==> src/rtl/core/bhp_pkg.sv <==
// Package: types and constants shared by the BMP header and pixel parser.
`timescale 1ns / 1ps
package bhp_pkg;

  localparam int ROWCOL_W    = 13;
  localparam int OUT_TDATA_W = 152;

  typedef enum logic [2:0] {
    PH_IDLE,
    PH_HEADER,
    PH_SKIP,
    PH_PIXEL,
    PH_DONE,
    PH_ERROR
  } bhp_phase_t;

  localparam logic [1:0] KIND_DATA  = 2'd0;
  localparam logic [1:0] KIND_START = 2'd1;
  localparam logic [1:0] KIND_END   = 2'd2;

  localparam logic [1:0] ST_PIXEL      = 2'd0;
  localparam logic [1:0] ST_HEADER     = 2'd1;
  localparam logic [1:0] ST_FORMAT_ERR = 2'd2;
  localparam logic [1:0] ST_TRUNC      = 2'd3;

  // header byte positions that complete a field
  localparam logic [31:0] POS_SIG      = 32'd1;
  localparam logic [31:0] POS_OFFSET   = 32'd13;
  localparam logic [31:0] POS_INFO     = 32'd17;
  localparam logic [31:0] POS_WIDTH    = 32'd21;
  localparam logic [31:0] POS_HEIGHT   = 32'd25;
  localparam logic [31:0] POS_PLANES   = 32'd27;
  localparam logic [31:0] POS_BPP      = 32'd29;
  localparam logic [31:0] POS_COMP     = 32'd33;
  localparam logic [31:0] POS_LAST     = 32'd53;
  localparam logic [31:0] HEADER_BYTES = 32'd54;

  localparam logic [15:0] SIG_BM        = 16'h4D42;
  localparam logic [31:0] INFO_SIZE     = 32'd40;
  localparam logic [15:0] PLANES_ONE    = 16'd1;
  localparam logic [15:0] BPP_24        = 16'd24;
  localparam logic [31:0] COMP_NONE     = 32'd0;

  typedef struct packed {
    logic [1:0] kind;
    logic [7:0] data;
  } bhp_item_t;

  typedef struct packed {
    logic [1:0]          status;
    logic [7:0]          red;
    logic [7:0]          green;
    logic [7:0]          blue;
    logic [ROWCOL_W-1:0] row;
    logic [ROWCOL_W-1:0] col;
    logic                last_pixel;
    logic [31:0]         width;
    logic [31:0]         height;
    logic [31:0]         pixel_offset;
  } bhp_res_t;

endpackage

==> src/rtl/core/bmp_header_and_pixel_parser_top.sv <==
// Top level of the streaming 24-bit BMP header and pixel parser.
//
// Input stream: one transfer per file byte. in_tuser carries the kind
// (data byte, start of file, end of stream), in_tdata the byte.
// Result stream: out_tuser is the status (pixel, header accepted, format
// error, truncated); out_tdata packs the pixel colour, row and column, and
// the header width, height and pixel offset; out_tlast marks the final
// pixel of the image. Fields a status does not use read as zero.
// Each input transfer gives at most one result transfer.
// A result passes from the input register through the single-pass parser
// into the result register before it is offered on the result port.
// Throughput: one byte per cycle while the result receiver accepts, set by
// the single-pass parser between the two registers; pixel offset skipping
// and row padding run at the same rate.
// Reset (rst_n low, synchronous) empties both registers and returns the
// parser to idle; a start-of-file transfer is needed before any data.
// A stalled receiver holds the result register; a byte already in the
// input register waits there, and in_tready drops until space frees.
`timescale 1ns / 1ps
module bmp_header_and_pixel_parser_top
  import bhp_pkg::*;
#(
  parameter int MAX_DIM = 8192
) (
  input  logic                   clk,
  input  logic                   rst_n,
  input  logic                   in_tvalid,
  output logic                   in_tready,
  input  logic [7:0]             in_tdata,   // [7:0] data_byte
  input  logic [1:0]             in_tuser,   // [1:0] kind
  output logic                   out_tvalid,
  input  logic                   out_tready,
  // [7:0] red, [15:8] green, [23:16] blue, [36:24] row, [49:37] col,
  // [81:50] width, [113:82] height, [145:114] pixel_offset, rest zero
  output logic [OUT_TDATA_W-1:0] out_tdata,
  output logic [1:0]             out_tuser,  // [1:0] status
  output logic                   out_tlast
);

  logic      item_valid;
  bhp_item_t item;
  logic      up_ready;
  logic      res_valid;
  bhp_res_t  res;

  bhp_in_stage u_in (
    .clk        (clk),
    .rst_n      (rst_n),
    .in_tvalid  (in_tvalid),
    .in_tready  (in_tready),
    .in_tdata   (in_tdata),
    .in_tuser   (in_tuser),
    .take       (up_ready),
    .item_valid (item_valid),
    .item       (item)
  );

  bhp_parser #(
    .MAX_DIM (MAX_DIM)
  ) u_parser (
    .clk        (clk),
    .rst_n      (rst_n),
    .item_valid (item_valid),
    .item       (item),
    .down_ready (up_ready),
    .res_valid  (res_valid),
    .res        (res)
  );

  bhp_out_stage u_out (
    .clk        (clk),
    .rst_n      (rst_n),
    .res_valid  (res_valid),
    .res        (res),
    .up_ready   (up_ready),
    .out_tvalid (out_tvalid),
    .out_tready (out_tready),
    .out_tdata  (out_tdata),
    .out_tuser  (out_tuser),
    .out_tlast  (out_tlast)
  );

endmodule

==> src/rtl/core/bhp_in_stage.sv <==
// Input register stage holding one accepted byte transfer.
`timescale 1ns / 1ps
module bhp_in_stage
  import bhp_pkg::*;
(
  input  logic      clk,
  input  logic      rst_n,
  input  logic      in_tvalid,
  output logic      in_tready,
  input  logic [7:0] in_tdata,  // [7:0] data_byte
  input  logic [1:0] in_tuser,  // [1:0] kind
  input  logic      take,
  output logic      item_valid,
  output bhp_item_t item
);

  logic      valid_r;
  logic      valid_nxt;
  bhp_item_t item_r;

  assign in_tready  = !valid_r || take;
  assign valid_nxt  = in_tready ? in_tvalid : valid_r;
  assign item_valid = valid_r;
  assign item       = item_r;

  always_ff @(posedge clk) begin
    if (!rst_n) begin
      valid_r <= 1'b0;
    end else begin
      valid_r <= valid_nxt;
    end
  end

  always_ff @(posedge clk) begin
    if (in_tready && in_tvalid) begin
      item_r.kind <= in_tuser;
      item_r.data <= in_tdata;
    end
  end

endmodule

==> src/rtl/core/bhp_parser.sv <==
// Parser state machine, header field checks and pixel assembly.
`timescale 1ns / 1ps
module bhp_parser
  import bhp_pkg::*;
#(
  parameter int MAX_DIM = 8192
) (
  input  logic      clk,
  input  logic      rst_n,
  input  logic      item_valid,
  input  bhp_item_t item,
  input  logic      down_ready,
  output logic      res_valid,
  output bhp_res_t  res
);

  localparam int DIM_W   = $clog2(MAX_DIM + 1);
  localparam int PITCH_W = DIM_W + 2;

  bhp_phase_t       phase_r, phase_nxt;
  logic [31:0]      byte_count_r, byte_count_nxt;
  logic [31:0]      field_shift_r, field_shift_nxt;
  logic [31:0]      saved_width_r, saved_width_nxt;
  logic [31:0]      saved_height_r, saved_height_nxt;
  logic [31:0]      saved_offset_r, saved_offset_nxt;
  logic [31:0]      row_start_r, row_start_nxt;
  logic [DIM_W-1:0] row_cnt_r, row_cnt_nxt;
  logic [DIM_W-1:0] col_cnt_r, col_cnt_nxt;
  logic [DIM_W-1:0] cols_r, cols_nxt;
  logic [DIM_W-1:0] rows_r, rows_nxt;
  logic [1:0]       chan_r, chan_nxt;
  logic [7:0]       held_blue_r, held_blue_nxt;
  logic [7:0]       held_green_r, held_green_nxt;

  logic               act;
  logic [31:0]        fs_shift;
  logic [31:0]        bc_inc;
  logic [31:0]        mag_w;
  logic [31:0]        mag_h;
  logic               hdr_bad;
  logic               hdr_end;
  logic [DIM_W-1:0]   col_inc;
  logic [DIM_W-1:0]   row_inc;
  logic               col_wrap;
  logic               row_wrap;
  logic [PITCH_W-1:0] cols3;
  logic [PITCH_W-1:0] pitch;
  logic [31:0]        new_target;
  logic               pix_emit;
  logic               trunc;

  assign act        = item_valid && down_ready;
  assign fs_shift   = {item.data, field_shift_r[31:8]};
  assign bc_inc     = byte_count_r + 32'd1;
  assign mag_w      = saved_width_r[31] ? (~saved_width_r + 32'd1) : saved_width_r;
  assign mag_h      = saved_height_r[31] ? (~saved_height_r + 32'd1) : saved_height_r;
  assign col_inc    = col_cnt_r + DIM_W'(1);
  assign row_inc    = row_cnt_r + DIM_W'(1);
  assign col_wrap   = (col_inc == cols_r);
  assign row_wrap   = (row_inc == rows_r);
  assign cols3      = ({2'b00, cols_r} << 1) + {2'b00, cols_r} + PITCH_W'(3);
  assign pitch      = cols3 & ~PITCH_W'(3);
  assign new_target = row_start_r + 32'(pitch);
  assign pix_emit   = (phase_r == PH_PIXEL) && (chan_r == 2'd2);
  assign trunc      = (phase_r == PH_HEADER) || (phase_r == PH_SKIP) || (phase_r == PH_PIXEL);

  always_comb begin
    case (byte_count_r)
      POS_SIG:    hdr_bad = (fs_shift[31:16] != SIG_BM);
      POS_INFO:   hdr_bad = (fs_shift != INFO_SIZE);
      POS_PLANES: hdr_bad = (fs_shift[31:16] != PLANES_ONE);
      POS_BPP:    hdr_bad = (fs_shift[31:16] != BPP_24);
      POS_COMP:   hdr_bad = (fs_shift != COMP_NONE);
      POS_LAST:   hdr_bad = (mag_w > 32'(MAX_DIM)) || (mag_h > 32'(MAX_DIM)) ||
                            ((mag_h != 32'd0) && (saved_offset_r < HEADER_BYTES));
      default:    hdr_bad = 1'b0;
    endcase
    hdr_end = (byte_count_r == POS_LAST) && !hdr_bad;
  end

  // next phase
  always_comb begin
    phase_nxt = phase_r;
    if (act) begin
      case (item.kind)
        KIND_START: phase_nxt = PH_HEADER;
        KIND_END: begin
          if (trunc) phase_nxt = PH_IDLE;
        end
        KIND_DATA: begin
          case (phase_r)
            PH_HEADER: begin
              if (hdr_bad) begin
                phase_nxt = PH_ERROR;
              end else if (hdr_end) begin
                if (mag_h == 32'd0) phase_nxt = PH_DONE;
                else if (bc_inc != saved_offset_r) phase_nxt = PH_SKIP;
                else if (mag_w == 32'd0) phase_nxt = PH_DONE;
                else phase_nxt = PH_PIXEL;
              end
            end
            PH_SKIP: begin
              if (bc_inc == row_start_r) begin
                phase_nxt = (cols_r == '0) ? PH_DONE : PH_PIXEL;
              end
            end
            PH_PIXEL: begin
              if (chan_r == 2'd2 && col_wrap) begin
                if (row_wrap) phase_nxt = PH_DONE;
                else if (bc_inc != new_target) phase_nxt = PH_SKIP;
                else if (cols_r == '0) phase_nxt = PH_DONE;
                else phase_nxt = PH_PIXEL;
              end
            end
            default: phase_nxt = phase_r;
          endcase
        end
        default: phase_nxt = phase_r;
      endcase
    end
  end

  // datapath next values
  always_comb begin
    byte_count_nxt   = byte_count_r;
    field_shift_nxt  = field_shift_r;
    saved_width_nxt  = saved_width_r;
    saved_height_nxt = saved_height_r;
    saved_offset_nxt = saved_offset_r;
    row_start_nxt    = row_start_r;
    row_cnt_nxt      = row_cnt_r;
    col_cnt_nxt      = col_cnt_r;
    cols_nxt         = cols_r;
    rows_nxt         = rows_r;
    chan_nxt         = chan_r;
    held_blue_nxt    = held_blue_r;
    held_green_nxt   = held_green_r;
    if (act && item.kind == KIND_START) begin
      byte_count_nxt   = '0;
      field_shift_nxt  = '0;
      saved_width_nxt  = '0;
      saved_height_nxt = '0;
      saved_offset_nxt = '0;
      row_start_nxt    = '0;
      row_cnt_nxt      = '0;
      col_cnt_nxt      = '0;
      cols_nxt         = '0;
      rows_nxt         = '0;
      chan_nxt         = '0;
      held_blue_nxt    = '0;
      held_green_nxt   = '0;
    end else if (act && item.kind == KIND_DATA) begin
      case (phase_r)
        PH_HEADER: begin
          byte_count_nxt  = bc_inc;
          field_shift_nxt = fs_shift;
          if (byte_count_r == POS_OFFSET) saved_offset_nxt = fs_shift;
          if (byte_count_r == POS_WIDTH)  saved_width_nxt  = fs_shift;
          if (byte_count_r == POS_HEIGHT) saved_height_nxt = fs_shift;
          if (hdr_end) begin
            row_cnt_nxt = '0;
            col_cnt_nxt = '0;
            chan_nxt    = '0;
            cols_nxt    = DIM_W'(mag_w);
            rows_nxt    = DIM_W'(mag_h);
            if (mag_h != 32'd0) row_start_nxt = saved_offset_r;
          end
        end
        PH_SKIP: byte_count_nxt = bc_inc;
        PH_PIXEL: begin
          byte_count_nxt = bc_inc;
          case (chan_r)
            2'd0: begin
              held_blue_nxt = item.data;
              chan_nxt      = 2'd1;
            end
            2'd1: begin
              held_green_nxt = item.data;
              chan_nxt       = 2'd2;
            end
            default: begin
              chan_nxt = 2'd0;
              if (col_wrap) begin
                col_cnt_nxt = '0;
                row_cnt_nxt = row_inc;
                if (!row_wrap) row_start_nxt = new_target;
              end else begin
                col_cnt_nxt = col_inc;
              end
            end
          endcase
        end
        default: byte_count_nxt = byte_count_r;
      endcase
    end
  end

  // result
  always_comb begin
    res       = '0;
    res_valid = 1'b0;
    if (act && item.kind == KIND_END && trunc) begin
      res_valid  = 1'b1;
      res.status = ST_TRUNC;
    end else if (act && item.kind == KIND_DATA) begin
      if (phase_r == PH_HEADER && hdr_bad) begin
        res_valid  = 1'b1;
        res.status = ST_FORMAT_ERR;
      end else if (phase_r == PH_HEADER && hdr_end) begin
        res_valid        = 1'b1;
        res.status       = ST_HEADER;
        res.width        = saved_width_r;
        res.height       = saved_height_r;
        res.pixel_offset = saved_offset_r;
      end else if (pix_emit) begin
        res_valid      = 1'b1;
        res.status     = ST_PIXEL;
        res.red        = item.data;
        res.green      = held_green_r;
        res.blue       = held_blue_r;
        res.row        = ROWCOL_W'(row_cnt_r);
        res.col        = ROWCOL_W'(col_cnt_r);
        res.last_pixel = row_wrap && col_wrap;
      end
    end
  end

  always_ff @(posedge clk) begin
    if (!rst_n) begin
      phase_r        <= PH_IDLE;
      byte_count_r   <= '0;
      field_shift_r  <= '0;
      saved_width_r  <= '0;
      saved_height_r <= '0;
      saved_offset_r <= '0;
      row_start_r    <= '0;
      row_cnt_r      <= '0;
      col_cnt_r      <= '0;
      cols_r         <= '0;
      rows_r         <= '0;
      chan_r         <= '0;
      held_blue_r    <= '0;
      held_green_r   <= '0;
    end else begin
      phase_r        <= phase_nxt;
      byte_count_r   <= byte_count_nxt;
      field_shift_r  <= field_shift_nxt;
      saved_width_r  <= saved_width_nxt;
      saved_height_r <= saved_height_nxt;
      saved_offset_r <= saved_offset_nxt;
      row_start_r    <= row_start_nxt;
      row_cnt_r      <= row_cnt_nxt;
      col_cnt_r      <= col_cnt_nxt;
      cols_r         <= cols_nxt;
      rows_r         <= rows_nxt;
      chan_r         <= chan_nxt;
      held_blue_r    <= held_blue_nxt;
      held_green_r   <= held_green_nxt;
    end
  end

endmodule

==> src/rtl/core/bhp_out_stage.sv <==
// Output register stage driving the result stream.
`timescale 1ns / 1ps
module bhp_out_stage
  import bhp_pkg::*;
(
  input  logic                   clk,
  input  logic                   rst_n,
  input  logic                   res_valid,
  input  bhp_res_t               res,
  output logic                   up_ready,
  output logic                   out_tvalid,
  input  logic                   out_tready,
  output logic [OUT_TDATA_W-1:0] out_tdata,
  output logic [1:0]             out_tuser,
  output logic                   out_tlast
);

  logic     valid_r;
  logic     valid_nxt;
  bhp_res_t res_r;

  assign up_ready   = !valid_r || out_tready;
  assign valid_nxt  = up_ready ? res_valid : valid_r;
  assign out_tvalid = valid_r;
  assign out_tuser  = res_r.status;
  assign out_tlast  = res_r.last_pixel;
  assign out_tdata  = {6'd0, res_r.pixel_offset, res_r.height, res_r.width,
                       res_r.col, res_r.row, res_r.blue, res_r.green, res_r.red};

  always_ff @(posedge clk) begin
    if (!rst_n) begin
      valid_r <= 1'b0;
    end else begin
      valid_r <= valid_nxt;
    end
  end

  always_ff @(posedge clk) begin
    if (up_ready && res_valid) begin
      res_r <= res;
    end
  end

endmodule

==> config.mk <==
export PLATFORM = sky130hd
export DESIGN_NAME = bmp_header_and_pixel_parser_top
export DESIGN_NICKNAME = d
export VERILOG_FILES = /design/src/rtl/core/bhp_pkg.sv /design/src/rtl/core/bmp_header_and_pixel_parser_top.sv /design/src/rtl/core/bhp_in_stage.sv /design/src/rtl/core/bhp_parser.sv /design/src/rtl/core/bhp_out_stage.sv
export SDC_FILE = /design/constraint.sdc
export NUM_CORES = 1
export LEC_CHECK = 0
export BUFFER_PORTS_ARGS = -buffer_cell sky130_fd_sc_hd__buf_2
export CORE_UTILIZATION = 30
export DETAILED_ROUTE_END_ITERATION = 8
export PLACE_DENSITY = 0.45
export SYNTH_ARGS = -nofsm -noshare
export SYNTH_HDL_FRONTEND = slang
export SYNTH_SLANG_ARGS = --single-unit
==> constraint.sdc <==
create_clock -name clk -period 14.2 [get_ports clk]
set_input_delay 0.71 -clock clk [delete_from_list [all_inputs] [get_ports clk]]
set_output_delay 0.71 -clock clk [all_outputs]
set_load 0.01 [all_outputs]
==> summary.md <==
| Metric | Value |
|---|---|
| Status | finished, final reports clean |
| Setup TNS | 0 ns |
| Final setup viols | 0 |
| Worst IR Drop VDD | 0.0000971 V |
| Crit. End Element | flop |
| Diode count | 0 |
| Pin count of the biggest net entering global routing | 91 |
| Most used DFF post-synth | dfxtp_1 |
| Hold depth | 1 |
| I/O pin count | 171 |
| Yosys warning total | 0 |
| Leakage power | 0.00928 uW |
| Global-route wire length before repair | 135 mm |
| Final wirelength | 90.5 mm |
| PwrDens | ~100 nW/um^2 |
| Vias per cell | 5.49 |
| Hold Crit Class | in2reg |
| Clock buffer depth | 3 |
| Most common cell in the netlist | nand2_1 |
| # port buffers | 164 |
| Slew @ Worst Pin | 1.29 ns |
| Drt pass-1 iters | 5 |
| DIE HEIGHT | approximately 290 um |
| Detailed placer's ending HPWL | 65.2 mm |
| Seq/Total Area, Yosys | 0.414 |
| Mean Syn Cell Area | 8.55 sq um |
| Post-synth EDFFs | 159 |
| Fin crit share | 0.464 |
| Core area | 79500 sq um |
| Post-synth top area share | 0.217 |
| Max-cap violations | 0 |
| Post-synth cell types | 94 |
| Ys async rst share | 0 |
| Worst path cell trace | ha_1 -> ha_1 -> a31o_2 -> a21oi_1 -> o21bai_1 -> a21oi_1 -> nor2b_1 -> o21a_1 -> o311a_1 -> o21a_1 -> o21a_1 -> o41a_1 -> xor2_1 -> ha_1 -> nand2_1 -> a211oi_1 -> a211oi_1 -> a31oi_1 -> and3_1 -> a31oi_1 -> or4b_1 -> o32ai_1 -> o31ai_1 -> a41o_1 |
| Cell row count | slightly above 100 |
| Initial core utilization | 0.305 |
| Worst EP required | 14.71 ns |
| Vias post-DR | 21827 |
| Post-Syn Area | 24300 sq um |
| Die width | 286 um |
| Final estimated routing congestion in global placement | approximately 0.94 |
| Die Footprint | 82000 sq um |
| CTS Buf Count | 52 |
| Final Hold Fails | 0 |
| Rel. slew slack | 0.129 |
| Gr ovfl total | 0 |
| Top post-synthesis cells by area | dfxtp_1 (22%), edfxtp_1 (20%), nand2_1 (6.6%), a21oi_1 (4.8%), xnor2_1 (4.5%) |
| Final Max Slew Viols | 0 |
| Placed cell areas | 25900 sq um |
| Layout cells sized above 1 | 0.122 |
| Area Overhead vs Synth | 14.1% |
| FF-to-FF path depth | 24 |
| Clk_lat worst skew | 0.62 ns |
| Filler cells | approximately 8300 |
| Max Clock Skew | 0.0266 ns |
| CTS tree | yes |
| Finished Cell Area | 27700 sq um |
| Crit path max fanout | 9 |
| Worst-path clk slew | 0.06 ns |
| Hold Buf Count CTS | 0 |
| Initial DRC Count | 1897 |
| Synth cell count leaders | nand2_1 (426), dfxtp_1 (263), a21oi_1 (233) |
| Cells after Synth | 2840 |
| Number of remaining DRC errors | 0 |
| Critical Path AT | 7.09 ns |
| Critical path class | reg2reg |
| Initial antenna violation count | 6 |
| Leading area contributor after synthesis | dfxtp_1 |
| Achievable Freq | 152 MHz |
| Resize count post-CTS | 0 |
| Nets | 2952 |
| Root Buffer | clkbuf_16 |
| Post-CTS setup repair buffer count | 0 |
| Unrepaired setup endpoints after global routing | false |
| Worst stage delay on the critical path | 0.62 ns |
| H-tree Lvls | 2 |
| FF+latch count, synth | 422 |
| Tot GR Track Use | 0.215 |
| Crit-path slowest cell | or4b_1 |
| Post-route minimum period | 6.58 ns |
| CTS Sinks | 422 |
| Average routed wire per standard cell | 22.8 um |
| Antenna-violating nets left | 0 |
| Vias in the first global route | between 20000 and 25000 |
| CP startpoint kind | flop |
-- worst paths after layout --
| path | slack, ns | to | startpoint |
|---|---|---|---|
| hold / removal | 0.27 | u_in.item[2] | in_tdata[2] |
| hold reg to reg | 0.45 | u_parser.held_green_r[5] | u_parser.held_green_r[5] |
| setup reg to reg | 7.62 | u_parser.phase_r[1] | u_parser.cols_r[2] |
| setup / recovery | 7.62 | u_parser.phase_r[1] | u_parser.cols_r[2] |
-- report_power, final --
part           internal (uW)  leakage (uW)  switching, uW
logic                   6.26       0.00511           26.3
registers               1250       0.00327           8.25
clock network            858      0.000892            569
total                   2120       0.00928            603
-- cell usage in the layout, fill, tap and decap left out, drive strengths merged, types with 9 or more instances in the layout --
master and instances:
nand3 73, a32o 14, nand2 427, a41oi 9
nand2b 26, xnor2 124, a211oi 47, buf 199
a21oi 234, and3 72, xor2 76, or2 14
nor3b 9, edfxtp 159, nand4 58, nor2b 20
o21ai 95, nor2 199, a31oi 22, o211ai 13
a2111oi 9, o21a 11, nand3b 10, and4 14
and2 109, nor4 68, nor3 85, or4 21
mux2i 45, clkinv 15, ha 53, dfxtp 263
clkbuf 67, o31ai 28, inv 60, or3 25
-- kinds of logic (layout without fill, tap and decap cells) --
family	after synthesis	in the layout	synth area share
adders and majority gates	54	54	0.0281
DFF	422	422	0.414
buffers and inverters	271	352	0.0457
and+or+nand+nor	1250	1250	0.260
xor gates and xnor gates	202	202	0.0741
muxes	53	53	0.0223
AOI/OAI and AO/OA	587	587	0.156
other	1	6	0.000155
-- sequential cells by signal, summed over array words and instances (netlist names) --
| register | count |
|---|---|
| u_parser.cols_r | 14 |
| u_parser.row_cnt_r | 14 |
| u_parser.row_start_r | 32 |
| u_parser.phase_r | 3 |
| u_in.item_valid | 1 |
| u_parser.held_blue_r | 8 |
| u_out.out_tdata | 146 |
| u_parser.col_cnt_r | 14 |
| u_parser.held_green_r | 8 |
| u_parser.field_shift_r | 24 |
| u_parser.saved_width_r | 32 |
| u_parser.saved_height_r | 32 |
| u_parser.saved_offset_r | 32 |
| u_out.out_tvalid | 1 |
| u_parser.byte_count_r | 32 |
| u_out.out_tuser | 2 |
| u_parser.chan_r | 2 |
| u_in.item | 10 |
| u_out.out_tlast | 1 |
| u_parser.rows_r | 14 |
-- metrics by stage --
stage | std cells | utilization | setup WS [ns] | hold slack (ns) | power, uW
6_report | 3976 | 0.348 | 7.62 | 0.273 | 2720
5_1_grt | 3976 | 0.348 | 7.15 | 0.253 | 2800
4_1_cts | 3976 | 0.348 | 7.64 | 0.249 | 2750
3_5_place_dp | 3880 | 0.325 | 7.66 | 0.446 | 1320
3_3_place_gp | 3880 | 0.325 | 7.76 | 0.442 | 1320
2_1_floorplan | 2845 | - | 7.43 | 0.432 | 1300
-- area by class of cell --
class / instances / area [sq um] / area share
inverter: 57 / 214 / 0.00773
sequential: 422 / 10000 / 0.363
multi-input combinational: 2152 / 13200 / 0.477
timing repair buffer: 199 / 1080 / 0.0391
tap: 1050 / 1310 / 0.0475
clock buffer: 67 / 1470 / 0.0531
clock inverter: 29 / 355 / 0.0128
-- critical path, delay by kind of cell, from the launching register on --
kind	cells	cell delay [ns]
xor gates and xnor gates	1	0.16
and+or+nand+nor	4	1.19
adders and majority gates	3	1.03
DFF	1	0.49
AOI/OAI and AO/OA	16	3.63
-- layer usage --
layer / GRT usage / vias up / wire [um]
met1: 0.299 / 10721 / 41700
met4: 0.0543 / 4 / 2010
met2: 0.347 / 672 / 41700
met3: 0.0323 / 122 / 5080
met5: 0 / - / 27
li1: - / 10308 / -
(Power assumes the default switching activity.)
